--- src/rtl/mcfl_pkg.sv ---
package mcfl_pkg;

  // frame constants
  localparam logic [7:0] FRAME_HDR  = 8'hA5;
  localparam logic [7:0] LINK_ACK   = 8'h06;
  localparam logic [7:0] OP_READ_A  = 8'h44;
  localparam logic [7:0] OP_READ_B  = 8'h52;
  localparam logic [7:0] OP_READ_C  = 8'h4E;
  localparam logic [7:0] FRAME_OVH  = 8'd3;
  localparam logic [7:0] IDX_OPCODE = 8'd3;
  localparam logic [7:0] IDX_RLEN   = 8'd4;

  // request kinds on the input channel
  typedef enum logic [1:0] {
    MODE_START = 2'd0,
    MODE_BODY  = 2'd1,
    MODE_RX    = 2'd2
  } mode_t;

  // transaction status codes
  typedef enum logic [2:0] {
    ST_BUSY     = 3'd0,
    ST_ACK_OK   = 3'd1,
    ST_REPLY_OK = 3'd2,
    ST_LEN_ERR  = 3'd3,
    ST_SUM_ERR  = 3'd4,
    ST_TOO_LONG = 3'd5
  } status_t;

  // one result request
  typedef struct packed {
    logic       tx_valid;
    logic [7:0] tx_byte;
    logic       rx_valid;
    logic [7:0] rx_byte;
    logic       done_res;
    status_t    status;
    logic [7:0] reply_count;
    logic       last;
  } res_t;

  localparam int MAX_RES = 3;

  // handoff from step logic to result buffer
  typedef struct packed {
    logic       load;
    logic [1:0] cnt;
  } push_t;

  function automatic res_t mk_tx(input logic [7:0] b);
    res_t r;
    r          = '0;
    r.tx_valid = 1'b1;
    r.tx_byte  = b;
    return r;
  endfunction

  function automatic res_t mk_rx(input logic [7:0] b);
    res_t r;
    r          = '0;
    r.rx_valid = 1'b1;
    r.rx_byte  = b;
    return r;
  endfunction

  function automatic res_t mk_done(input status_t st, input logic [7:0] cnt);
    res_t r;
    r             = '0;
    r.done_res    = 1'b1;
    r.status      = st;
    r.reply_count = cnt;
    return r;
  endfunction

endpackage

--- src/rtl/mcfl_in_if.sv ---
interface mcfl_in_if;
  logic       valid;
  logic       ready;
  logic [1:0] mode;
  logic [7:0] data_byte;
  logic [7:0] body_length;

  modport source (output valid, output mode, output data_byte, output body_length,
                  input ready);
  modport sink (input valid, input mode, input data_byte, input body_length,
                output ready);
endinterface

--- src/rtl/mcfl_out_if.sv ---
interface mcfl_out_if;
  logic       valid;
  logic       ready;
  logic       tx_valid;
  logic [7:0] tx_byte;
  logic       rx_valid;
  logic [7:0] rx_byte;
  logic       done_res;
  logic [2:0] status;
  logic [7:0] reply_count;
  logic       last;

  modport source (output valid, output tx_valid, output tx_byte, output rx_valid,
                  output rx_byte, output done_res, output status,
                  output reply_count, output last, input ready);
  modport sink (input valid, input tx_valid, input tx_byte, input rx_valid,
                input rx_byte, input done_res, input status,
                input reply_count, input last, output ready);
endinterface

--- src/rtl/mcfl_core.sv ---
module mcfl_core
  import mcfl_pkg::*;
#(
  parameter int MAX_FRAME = 80
) (
  input  logic              clk,
  input  logic              rst,
  mcfl_in_if.sink           in_ch,
  input  logic              buf_free,
  output push_t             push,
  output res_t [MAX_RES-1:0] bundle
);

  localparam logic [7:0] BODY_MAX = 8'(MAX_FRAME - 3);

  typedef enum logic [5:0] {
    PH_IDLE = 6'b000001,
    PH_BODY = 6'b000010,
    PH_ACK  = 6'b000100,
    PH_LEN  = 6'b001000,
    PH_DATA = 6'b010000,
    PH_SUM  = 6'b100000
  } phase_t;

  // input register
  logic       in_vld;
  logic [1:0] in_mode;
  logic [7:0] in_byte;
  logic [7:0] in_blen;

  // transaction state
  phase_t     phase, phase_next;
  logic [7:0] tx_sum, tx_sum_next;
  logic [7:0] rx_sum, rx_sum_next;
  logic [7:0] body_total, body_total_next;
  logic [7:0] body_index, body_index_next;
  logic       is_read, is_read_next;
  logic [7:0] exp_len, exp_len_next;
  logic [7:0] reply_len, reply_len_next;
  logic [7:0] data_seen, data_seen_next;

  logic [1:0]           n_res;
  res_t [MAX_RES-1:0]   res;
  logic                 take;
  logic [7:0]           sum_a, sum_b, idx_inc, seen_inc, data_len;

  assign take         = in_vld && ((n_res == 2'd0) || buf_free);
  assign in_ch.ready  = !in_vld || take;

  // input register
  always_ff @(posedge clk) begin
    if (rst) begin
      in_vld <= 1'b0;
    end else begin
      in_vld <= (in_ch.valid && in_ch.ready) || (in_vld && !take);
    end
    if (in_ch.valid && in_ch.ready) begin
      in_mode <= in_ch.mode;
      in_byte <= in_ch.data_byte;
      in_blen <= in_ch.body_length;
    end
  end

  // running sums and counters
  assign sum_a    = 8'(FRAME_HDR + 8'(in_blen + FRAME_OVH));
  assign sum_b    = 8'(tx_sum + in_byte);
  assign idx_inc  = 8'(body_index + 8'd1);
  assign seen_inc = 8'(data_seen + 8'd1);
  assign data_len = 8'(reply_len - FRAME_OVH);

  // step logic for one request
  always_comb begin
    phase_next      = phase;
    tx_sum_next     = tx_sum;
    rx_sum_next     = rx_sum;
    body_total_next = body_total;
    body_index_next = body_index;
    is_read_next    = is_read;
    exp_len_next    = exp_len;
    reply_len_next  = reply_len;
    data_seen_next  = data_seen;
    n_res           = 2'd0;
    res             = '0;
    case (in_mode)
      MODE_START: begin
        is_read_next    = 1'b0;
        exp_len_next    = '0;
        body_index_next = '0;
        tx_sum_next     = '0;
        if (in_blen > BODY_MAX) begin
          body_total_next = '0;
          res[0]          = mk_done(ST_TOO_LONG, 8'd0);
          n_res           = 2'd1;
          phase_next      = PH_IDLE;
        end else begin
          body_total_next = in_blen;
          res[0]          = mk_tx(FRAME_HDR);
          res[1]          = mk_tx(8'(in_blen + FRAME_OVH));
          tx_sum_next     = sum_a;
          if (in_blen == 8'd0) begin
            res[2]     = mk_tx(sum_a);
            n_res      = 2'd3;
            phase_next = PH_ACK;
          end else begin
            n_res      = 2'd2;
            phase_next = PH_BODY;
          end
        end
      end
      MODE_BODY: begin
        if (phase == PH_BODY) begin
          if (body_index == IDX_OPCODE) begin
            is_read_next = (in_byte == OP_READ_A) || (in_byte == OP_READ_B) ||
                           (in_byte == OP_READ_C);
          end
          if (body_index == IDX_RLEN && is_read) begin
            exp_len_next = 8'(in_byte + FRAME_OVH);
          end
          res[0]          = mk_tx(in_byte);
          tx_sum_next     = sum_b;
          body_index_next = idx_inc;
          if (idx_inc >= body_total) begin
            res[1]     = mk_tx(sum_b);
            n_res      = 2'd2;
            phase_next = PH_ACK;
          end else begin
            n_res = 2'd1;
          end
        end
      end
      MODE_RX: begin
        case (phase)
          PH_ACK: begin
            if (in_byte == LINK_ACK) begin
              if (is_read) begin
                rx_sum_next = LINK_ACK;
                phase_next  = PH_LEN;
              end else begin
                res[0]     = mk_done(ST_ACK_OK, 8'd0);
                n_res      = 2'd1;
                phase_next = PH_IDLE;
              end
            end
          end
          PH_LEN: begin
            reply_len_next = in_byte;
            if ((exp_len != 8'd0 && in_byte != exp_len) || in_byte < FRAME_OVH) begin
              res[0]     = mk_done(ST_LEN_ERR, 8'd0);
              n_res      = 2'd1;
              phase_next = PH_IDLE;
            end else begin
              rx_sum_next    = 8'(rx_sum + in_byte);
              data_seen_next = '0;
              phase_next     = (in_byte == FRAME_OVH) ? PH_SUM : PH_DATA;
            end
          end
          PH_DATA: begin
            res[0]         = mk_rx(in_byte);
            n_res          = 2'd1;
            rx_sum_next    = 8'(rx_sum + in_byte);
            data_seen_next = seen_inc;
            if (seen_inc >= data_len) begin
              phase_next = PH_SUM;
            end
          end
          PH_SUM: begin
            if (rx_sum == in_byte) begin
              res[0] = mk_done(ST_REPLY_OK, data_len);
            end else begin
              res[0] = mk_done(ST_SUM_ERR, 8'd0);
            end
            n_res      = 2'd1;
            phase_next = PH_IDLE;
          end
          default: begin
          end
        endcase
      end
      default: begin
      end
    endcase
    // mark the last result of this request
    case (n_res)
      2'd1:    res[0].last = 1'b1;
      2'd2:    res[1].last = 1'b1;
      2'd3:    res[2].last = 1'b1;
      default: begin
      end
    endcase
  end

  // state update
  always_ff @(posedge clk) begin
    if (rst) begin
      phase      <= PH_IDLE;
      tx_sum     <= '0;
      rx_sum     <= '0;
      body_total <= '0;
      body_index <= '0;
      is_read    <= 1'b0;
      exp_len    <= '0;
      reply_len  <= '0;
      data_seen  <= '0;
    end else if (take) begin
      phase      <= phase_next;
      tx_sum     <= tx_sum_next;
      rx_sum     <= rx_sum_next;
      body_total <= body_total_next;
      body_index <= body_index_next;
      is_read    <= is_read_next;
      exp_len    <= exp_len_next;
      reply_len  <= reply_len_next;
      data_seen  <= data_seen_next;
    end
  end

  assign push.load = take && (n_res != 2'd0);
  assign push.cnt  = n_res;
  assign bundle    = res;

`ifndef SYNTH
  // body phase never runs past the announced body length
  a_body_idx: assert property (@(posedge clk) disable iff (rst)
    phase == PH_BODY |-> body_index < body_total)
    else $error("body index past body length");

  // an oversized start always drops back to idle
  a_too_long: assert property (@(posedge clk) disable iff (rst)
    take && in_mode == MODE_START && in_blen > BODY_MAX |=> phase == PH_IDLE)
    else $error("oversized start did not return to idle");
`endif

endmodule

--- src/rtl/mcfl_emit.sv ---
module mcfl_emit
  import mcfl_pkg::*;
(
  input  logic               clk,
  input  logic               rst,
  input  push_t              push,
  input  res_t [MAX_RES-1:0] bundle,
  output logic               buf_free,
  mcfl_out_if.source         out_ch
);

  logic [1:0]         cnt;
  res_t [MAX_RES-1:0] slot;
  logic               pop;

  assign pop      = (cnt != 2'd0) && out_ch.ready;
  assign buf_free = (cnt == 2'd0) || ((cnt == 2'd1) && out_ch.ready);

  // result buffer: load a whole bundle, drain one result per cycle while the output is ready
  always_ff @(posedge clk) begin
    if (rst) begin
      cnt <= '0;
    end else if (push.load) begin
      cnt <= push.cnt;
    end else if (pop) begin
      cnt <= 2'(cnt - 2'd1);
    end
    if (push.load) begin
      slot <= bundle;
    end else if (pop) begin
      slot[0] <= slot[1];
      slot[1] <= slot[2];
    end
  end

  // output drive from the head slot
  assign out_ch.valid       = (cnt != 2'd0);
  assign out_ch.tx_valid    = slot[0].tx_valid;
  assign out_ch.tx_byte     = slot[0].tx_byte;
  assign out_ch.rx_valid    = slot[0].rx_valid;
  assign out_ch.rx_byte     = slot[0].rx_byte;
  assign out_ch.done_res    = slot[0].done_res;
  assign out_ch.status      = slot[0].status;
  assign out_ch.reply_count = slot[0].reply_count;
  assign out_ch.last        = slot[0].last;

`ifndef SYNTH
  // a new bundle only lands when the buffer is empty or drains its last entry this cycle
  a_no_overwrite: assert property (@(posedge clk) disable iff (rst)
    push.load |-> buf_free)
    else $error("bundle loaded over pending results");

  // the final entry of a bundle carries the last mark
  a_last_mark: assert property (@(posedge clk) disable iff (rst)
    out_ch.valid && cnt == 2'd1 |-> out_ch.last)
    else $error("final buffered result lacks last mark");
`endif

endmodule

--- src/rtl/meter_command_frame_link.sv ---
// Command frame link for a power-meter serial port. A start request (mode 0)
// frames a command: header 0xA5 and total length go out at once, each body
// request (mode 1) sends its byte, and the checksum follows the last body byte.
// Link bytes (mode 2) then walk the reply through ACK and, for a read command,
// length, data and checksum, ending in one done result with a status. Each
// input request passes through a one-deep input register and the step logic;
// its results (up to three) sit in a three-entry result buffer that drives one
// result per cycle while the output is ready, so a new request is taken every
// cycle except after one that makes several results (a start, or the last body
// byte with its checksum): the next request then waits until the buffer has
// drained them. MAX_FRAME sets the longest frame.
module meter_command_frame_link
  import mcfl_pkg::*;
#(
  parameter int MAX_FRAME = 80
) (
  input  logic       clk,
  input  logic       rst,
  mcfl_in_if.sink    in_ch,
  mcfl_out_if.source out_ch
);

  push_t              push;
  res_t [MAX_RES-1:0] bundle;
  logic               buf_free;

  // frame and reply step logic
  mcfl_core #(
    .MAX_FRAME (MAX_FRAME)
  ) u_core (
    .clk      (clk),
    .rst      (rst),
    .in_ch    (in_ch),
    .buf_free (buf_free),
    .push     (push),
    .bundle   (bundle)
  );

  // result buffer
  mcfl_emit u_emit (
    .clk      (clk),
    .rst      (rst),
    .push     (push),
    .bundle   (bundle),
    .buf_free (buf_free),
    .out_ch   (out_ch)
  );

endmodule
--- src/flat_wrapper.sv ---
// flat-port wrapper written by rule: the top's interface ports become plain ports
module meter_command_frame_link_flat import mcfl_pkg::*;
#(
  parameter int MAX_FRAME = 80
)
  (clk, rst, in_ch_valid, in_ch_mode, in_ch_data_byte, in_ch_body_length, in_ch_ready, out_ch_valid, out_ch_tx_valid, out_ch_tx_byte, out_ch_rx_valid, out_ch_rx_byte, out_ch_done_res, out_ch_status, out_ch_reply_count, out_ch_last, out_ch_ready);
  mcfl_in_if in_ch_i ();
  mcfl_out_if out_ch_i ();
  input  logic clk;
  input  logic rst;
  input wire logic [$bits(in_ch_i.valid)-1:0] in_ch_valid;
  input wire logic [$bits(in_ch_i.mode)-1:0] in_ch_mode;
  input wire logic [$bits(in_ch_i.data_byte)-1:0] in_ch_data_byte;
  input wire logic [$bits(in_ch_i.body_length)-1:0] in_ch_body_length;
  output wire logic [$bits(in_ch_i.ready)-1:0] in_ch_ready;
  output wire logic [$bits(out_ch_i.valid)-1:0] out_ch_valid;
  output wire logic [$bits(out_ch_i.tx_valid)-1:0] out_ch_tx_valid;
  output wire logic [$bits(out_ch_i.tx_byte)-1:0] out_ch_tx_byte;
  output wire logic [$bits(out_ch_i.rx_valid)-1:0] out_ch_rx_valid;
  output wire logic [$bits(out_ch_i.rx_byte)-1:0] out_ch_rx_byte;
  output wire logic [$bits(out_ch_i.done_res)-1:0] out_ch_done_res;
  output wire logic [$bits(out_ch_i.status)-1:0] out_ch_status;
  output wire logic [$bits(out_ch_i.reply_count)-1:0] out_ch_reply_count;
  output wire logic [$bits(out_ch_i.last)-1:0] out_ch_last;
  input wire logic [$bits(out_ch_i.ready)-1:0] out_ch_ready;
  assign in_ch_i.valid = in_ch_valid;
  assign in_ch_i.mode = in_ch_mode;
  assign in_ch_i.data_byte = in_ch_data_byte;
  assign in_ch_i.body_length = in_ch_body_length;
  assign in_ch_ready = in_ch_i.ready;
  assign out_ch_valid = out_ch_i.valid;
  assign out_ch_tx_valid = out_ch_i.tx_valid;
  assign out_ch_tx_byte = out_ch_i.tx_byte;
  assign out_ch_rx_valid = out_ch_i.rx_valid;
  assign out_ch_rx_byte = out_ch_i.rx_byte;
  assign out_ch_done_res = out_ch_i.done_res;
  assign out_ch_status = out_ch_i.status;
  assign out_ch_reply_count = out_ch_i.reply_count;
  assign out_ch_last = out_ch_i.last;
  assign out_ch_i.ready = out_ch_ready;
  meter_command_frame_link #(.MAX_FRAME(MAX_FRAME)) u_core (.clk(clk), .rst(rst), .in_ch(in_ch_i), .out_ch(out_ch_i));
endmodule
--- config.mk ---
export PLATFORM = sky130hd
export DESIGN_NAME = meter_command_frame_link_flat
export DESIGN_NICKNAME = d
export VERILOG_FILES = /design/src/rtl/mcfl_pkg.sv /design/src/rtl/mcfl_in_if.sv /design/src/rtl/mcfl_out_if.sv /design/src/rtl/mcfl_core.sv /design/src/rtl/mcfl_emit.sv /design/src/rtl/meter_command_frame_link.sv /design/src/flat_wrapper.sv
export SDC_FILE = /design/constraint.sdc
export NUM_CORES = 1
export LEC_CHECK = 0
export ABC_AREA = 1
export BUFFER_PORTS_ARGS = -buffer_cell sky130_fd_sc_hd__buf_4
export CAP_MARGIN = 0
export CORE_MARGIN = 5
export CORE_UTILIZATION = 41
export DETAILED_ROUTE_END_ITERATION = 12
export PLACE_DENSITY = 0.68
export SYNTH_ARGS = -nofsm -noshare
export SYNTH_HDL_FRONTEND = slang
export SYNTH_SLANG_ARGS = --single-unit
--- constraint.sdc ---
create_clock -name clk -period 3.8 [get_ports clk]
set_clock_uncertainty 0.05 [all_clocks]
set_input_delay 0.76 -clock clk [delete_from_list [all_inputs] [get_ports clk]]
set_output_delay 0.76 -clock clk [all_outputs]
set_load 0.02 [all_outputs]
==> results of run 1 <==
sequential cells by signal, indices dropped and copies added (netlist names), 3 cells and up:
signal,count
u_core.u_core.in_byte,8
u_core.u_core.phase,6
u_core.u_emit.out_ch.rx_byte,8
u_core.u_core.body_index,8
u_core.u_emit.out_ch.tx_byte,8
u_core.u_core.in_blen,8
u_core.u_emit.out_ch.status,3
u_core.u_emit.out_ch.reply_count,8
u_core.u_core.data_seen,8
u_core.u_core.body_total,8
u_core.u_core.rx_sum,8
u_core.u_emit.slot,20
u_core.u_core.tx_sum,8
u_core.u_core.reply_len,8
u_core.u_core.exp_len,8
placed cells by master, fill, tap and decap left out, drive strengths merged:
cell type,netlist,layout
xor2,29,29
a2111oi,1,1
nor3,24,24
edfxtp,69,69
nand3b,3,3
or2,2,2
dfxtp,66,66
nor2,153,153
o21bai,12,12
a32oi,1,1
clkinvlp,0,1
ha,47,47
o31ai,2,2
fa,2,2
a21oi,54,54
xnor2,10,10
o22ai,15,15
o311ai,1,1
or4,1,1
bufinv,0,4
nand3,46,46
buf,53,72
nor4,1,1
o21a,4,4
clkbuf,5,20
a31oi,1,1
o21ai,29,29
inv,135,135
conb,1,2
nand4,24,24
and2,1,1
clkinv,3,10
nand2,227,227
cells by family (layout without fill, tap and decap cells):
group / count (synthesis) / in the layout / share of synthesized area [%]
other cells: 1 / 2 / 0.0456
buf+inv: 196 / 242 / 11.8
flops: 135 / 135 / 41.2
compound gates: 120 / 120 / 8.23
fa+ha+maj: 49 / 49 / 7.63
xor+xnor: 39 / 39 / 4.15
simple gates: 482 / 482 / 26.9
final cells by class:
cell class                 count  area share, %
inverter                     138           5.68
clock buffer                  20           4.68
sequential                   135           36.5
timing repair buffer          72           5.97
tap                          265           3.56
clock inverter                12           1.70
multi-input combinational    692           41.9
report_power, final:
part	leakage (nW)	internal [mW]	switching (mW)
Sequential	1.17	1.63	0.0541
Clock	0.290	1.08	0.614
Combinational	2.72	0.182	0.337
what timing repair did:
item	4_1_cts	5_1_grt
gates resized for setup	6	7
endpoints found under the hold margin	0	0
pin swaps	0	4
setup endpoints to repair	1	2
setup buffers	0	4
through the flow:
step | power (mW) | instances | cell area, sq um
floorplan | 2.09 | 1023 | 8230
global placement | 2.22 | 1298 | 8640
detailed placement | 2.22 | 1298 | 8640
CTS | 3.93 | 1330 | 9260
global route | 4.07 | 1334 | 9330
finish | 3.90 | 1334 | 9330
worst max path at each step:
stage	start	endpoint	slack, ns
2_1_floorplan	u_core.u_core.body_index[0]	u_core.u_emit.cnt[0]	0.17
3_3_place_gp	u_core.u_core.body_index[0]	in_ch_ready	0.38
3_5_place_dp	u_core.u_core.body_index[0]	in_ch_ready	0.29
4_1_cts	u_core.u_core.body_index[1]	in_ch_ready	0.003
5_1_grt	u_core.u_core.body_index[0]	in_ch_ready	0.002
6_report	u_core.u_core.in_blen[0]	in_ch_ready	0.26
critical path, cell delays in order (launching register included):
cell and delay [ns]:
edfxtp_1 0.52, inv_1 0.17, ha_1 0.17, inv_1 0.05
nand2_1 0.11, nor2_2 0.07, nand2_1 0.07, nand3b_2 0.09
nand2_2 0.15, inv_2 0.07, nor2_4 0.19, clkinv_4 0.14
nand2_4 0.09, nand2_2 0.07, nand2_4 0.10, nand3_4 0.08
buf_6 0.16
layer usage:
layer,global-route usage (%),up-vias
met5,0,-
met4,4.54,0
met3,4.91,22
met2,27.1,191
met1,24.6,2951
li1,-,3355
==> flow_summary_export.csv, run 1 <==
group,metric,value,unit
status,outcome,"complete, no violations",
power_and_ir_drop,ir_drop,0.278,mV
finish,nets,1127,
clocking,insertion_delay,0.43,ns
route,drtIter0Drc,473,
job,drv_cap,0,
setup_path,end_kind,"primary output",
setup_path,path_class,"register to primary output",
clocking,cts_buffer_depth,2,
sta,min_period_over_period,93.2,%
setup_path,required,2.99,ns
floorplanning,die_w,152,microns
synthesis,synthArstFlopShare,0,%
sta,fin_ws,0.260,ns
floorplanning,die_area,23000,sq um
floorplanning,rows,51,
clocking,cts-root-buf,"clkbuf_16",
grt,antenna_found_initial,0,
power_and_ir_drop,p_per_area,419,nW/um^2
placed_design,dp_hpwl,14100,microns
finish,syn_to_final_growth,13.3,%
min_path,hold_path_class,"register to register",
setup_path,critPathMaxFanout,9,
grt,grt_pass1_wl,31500,microns
synthesis,synth_seq_cells,135,
route,avgRoutedWirePerCell,14.4,microns
route,routed-wl-met2,8510,microns
route,first_pass_iters,5,
placed_design,pre_cts_ws,0.294,ns
sta,rsz0062_at_grt,"no",
grt,grt_max_degree,37,
sta,finalCriticalPeriod,3.54,ns
finish,regArea,3400,sq um
min_path,hold_end,"u_core.u_core.body_total[2]",
grt,grt_pass1_vias,6162,
clocking,postCtsHoldBufs,0,
route,ant_nets,0,
finish,n_antenna_cell,0,
setup_path,start_kind,"register",
floorplanning,top_level_ports,55,
synthesis,synth_common_cells,"nand2_1, nor2_1, inv_1",
grt,grt_use_total,17.6,%
route,dr.max_layer_used,"met4",
synthesis,synth_area_leaders,"edfxtp_1, dfxtp_1, nand2_1, ha_1, nor2_1",
route,drc_errors,0,
finish,post-route-util,47.6,%
power_and_ir_drop,power.leakage,4.18,nW
sta,setup_viol,0,
finish,drive_gt1_share,14.7,%
synthesis,ys_warn_count,0,
setup_path,ff2ff_setup_slack,0.38,ns
sta,clock.fmax,0.282,GHz
synthesis,synth_edf_count,69,
min_path,min_path_cells,2,
floorplanning,dieHeight,152,microns
synthesis,synth_top_cell_by_area,"edfxtp_1",
synthesis,ys_seq_area_share,41.2,%
route,postRouteWirelength,19300,microns
clocking,cts_inserted_buffers,17,
clocking,clk_pin_slew,0.06,ns
route,drt-vias-per-instance,4.89,
route,met3WireLength,1450,microns
placed_design,gp_congestion,0.894,
sta,max_slew.worst_pin.slew,0.700,ns
clocking,cts.sinks,135,
finish,multi_input_area,3910,sq um
setup_path,cp.arrival,2.73,ns
synthesis,synth_flop_cell,"edfxtp_1",
sta,drv_slew,0,
setup_path,reg2reg_from,"u_core.u_core.in_blen[0]",
setup_path,reg2reg_to,"u_core.u_emit.slot[31]",
synthesis,yosysMostFrequentCell,"nand2_1",
route,wl_met1,9080,microns
synthesis,syn_avg_cell_area,8.05,sq um
finish,n_fill_cell,1940,
clocking,htree_levels,4,
sta,slew_headroom,53.4,%
synthesis,ys_types,49,
synthesis,netlist_area,8230,sq um
sta,timing.hold.ws,0.415,ns
synthesis,synthCells,1022,
min_path,hp-start,"u_core.u_core.body_total[2]",
synthesis,synth_top_area_share,25.2,%
grt,overflow,0,
floorplanning,coreArea,19600,sq um
sta,fin_setup_tns,0,ns
route,vias,6519,
sta,hold_viol,0,
placed_design,port_buffers,54,
setup_path,reg2reg_depth,20,
clocking,cts_tree,"done",
floorplanning,start_util,42.0,%
No activity file was read; power rests on OpenSTA's default activity.
==> run 2: changes to the inputs <==
- PLACE_DENSITY: 0.68 -> 0.66
- clock period: 3.8 -> 3.45 ns (I/O delays scaled with it)
==> run 2 against run 1 <==
The flow now finishes with violations (negative setup slack). Clock-buffer cell count decreased by 3. Global-route usage up 0.28 points. Sequential share of layout area fell by 0.81 points. First-iteration DRC count increased by 13%.
==> flow_summary_export.csv, run 2 (synthesized netlist as in run 1, its figures left out) <==
group,metric,value,unit
floorplanning,die_area,23000,sq um
finish,multi_input_area,3970,sq um
route,first_pass_iters,6,
sta,max_slew.worst_pin.slew,0.732,ns
finish,layout_common_cells,"nand2_1, nor2_1, inv_1",
setup_path,path_class,"register to primary output",
finish,n_fill_cell,1831,
finish,drive_gt1_share,17.1,%
clocking,insertion_delay,0.43,ns
clocking,cts.sinks,135,
grt,grt_max_degree,37,
finish,n_antenna_cell,0,
clocking,cts_inserted_buffers,17,
sta,clock.fmax,0.287,GHz
floorplanning,rows,51,
grt,antenna_found_initial,0,
power_and_ir_drop,ir_drop,0.348,mV
route,drc_errors,0,
finish,max_flop_register,"u_core.u_emit.slot",
sta,hold_viol,0,
placed_design,port_buffers,54,
clocking,cts_buffer_depth,2,
route,drt-vias-per-instance,4.87,
grt,grt_pass1_vias,6295,
setup_path,ff2ff_setup_slack,0.24,ns
sta,drv_slew,0,
route,vias,6583,
grt,overflow,0,
floorplanning,top_level_ports,55,
status,outcome,"finished, violations left",
sta,min_period_over_period,101,%
floorplanning,coreArea,19600,sq um
placed_design,gp_congestion,0.888,
grt,grt_use_total,17.9,%
sta,fin_ws,-0.0320,ns
finish,regArea,3410,sq um
floorplanning,dieHeight,152,microns
finish,post-route-util,48.7,%
clocking,postCtsHoldBufs,0,
status,violations,"negative setup slack",
floorplanning,die_w,152,microns
finish,nets,1144,
sta,rsz0062_at_grt,"yes",
job,drv_cap,0,
setup_path,start_kind,"register",
clocking,cts_tree,"done",
route,postRouteWirelength,19600,microns
setup_path,required,2.71,ns
setup_path,end_kind,"primary output",
route,avgRoutedWirePerCell,14.5,microns
min_path,hold_path_class,"input pin to register",
setup_path,cp.arrival,2.74,ns
sta,timing.hold.ws,0.383,ns
route,ant_nets,0,
route,drtIter0Drc,535,
clocking,htree_levels,4,
grt,grt_pass1_wl,32100,microns
finish,syn_to_final_growth,16.0,%
sta,slew_headroom,51.2,%
finish,layout_commonest_cell,"nand2_1",
setup_path,critPathMaxFanout,3,
sta,finalCriticalPeriod,3.48,ns
power_and_ir_drop,p_per_area,459,nW/um^2
placed_design,dp_hpwl,14200,microns
clocking,clk_pin_slew,0.06,ns
sta,setup_viol,1,
finish,largest_register_ff_count,20,
power_and_ir_drop,power.leakage,4.28,nW
floorplanning,start_util,42.0,%
clocking,cts-root-buf,"clkbuf_16",
run 2: cell types whose count changed in the layout (fill, tap and decap cells not counted), moves of 2 or more:
cell      change
buf_4        +17
clkinv_4      +4
clkbuf_1      -3
clkinv_2      -3
inv_6         +3
ha_1          -2
ha_4          +2
nand3_1       -2
nand3_2       +2
nor2_4        +2
run 2: layout make-up:
type	instances	share of cell area, %
inverters	138	5.54
multi-input cells	692	41.6
flip-flops and latches	135	35.7
well taps	265	3.47
clock inverters	15	2.11
clock buffers	17	4.46
repair buffers	89	7.17
run 2: through the flow:
| stage | total power [mW] | worst slack [ns] | TNS [ns] | instances | instance area (sq um) |
|---|---|---|---|---|---|
| 2_1_floorplan | 2.30 | 0.240 | 0 | 1023 | 8230 |
| 3_3_place_gp | 2.45 | 0.183 | 0 | 1307 | 8720 |
| 3_5_place_dp | 2.46 | 0.107 | 0 | 1307 | 8720 |
| 4_1_cts | 4.42 | 0.00628 | 0 | 1346 | 9450 |
| 5_1_grt | 4.56 | -0.212 | -0.215 | 1351 | 9550 |
| 6_report | 4.38 | -0.0320 | -0.0320 | 1351 | 9550 |
run 2: report_power, final:
group	internal (mW)	switching (mW)	total, mW
logic	0.211	0.376	0.587
registers	1.80	0.0541	1.85
clock network	1.21	0.734	1.95
run 2: per-layer routing:
| metal | vias up | GRT usage (%) | routed length [microns] |
|---|---|---|---|
| met5 | - | 0 | 0 |
| met4 | 0 | 5.97 | 308 |
| met3 | 18 | 3.30 | 1160 |
| met2 | 182 | 28.0 | 8750 |
| met1 | 2987 | 25.1 | 9370 |
| li1 | 3396 | - | - |
run 2: worst paths after layout:
check,start,to,cells past startpoint
worst min register to register,u_core.u_core.body_total[4],u_core.u_core.body_total[4],2
worst min-delay path,in_ch_data_byte[7],u_core.u_core.in_byte[7],1
worst max register to register,u_core.u_core.body_index[0],u_core.u_emit.slot[90],18
worst max-delay path,u_core.u_core.body_index[0],in_ch_ready,16
run 2: critical path: stages, from the launching register on:
cell      delay [ns]
dfxtp_4         0.38
ha_4            0.15
nand3_2         0.07
nand3b_1        0.17
xor2_1          0.15
inv_1           0.10
ha_4            0.29
nand2_4         0.06
nor2_4          0.10
nand4_1         0.14
nand3_2         0.14
nand2_2         0.08
nand2_4         0.10
nand2_4         0.05
nand2_4         0.09
nand3_4         0.08
buf_6           0.17
run 2: repair_timing:
item                                    in CTS  in global routing
setup buffers                                7                  5
endpoints found under the setup margin       1                 25
pin swaps                                    8                 11
resized for setup                           15                 11
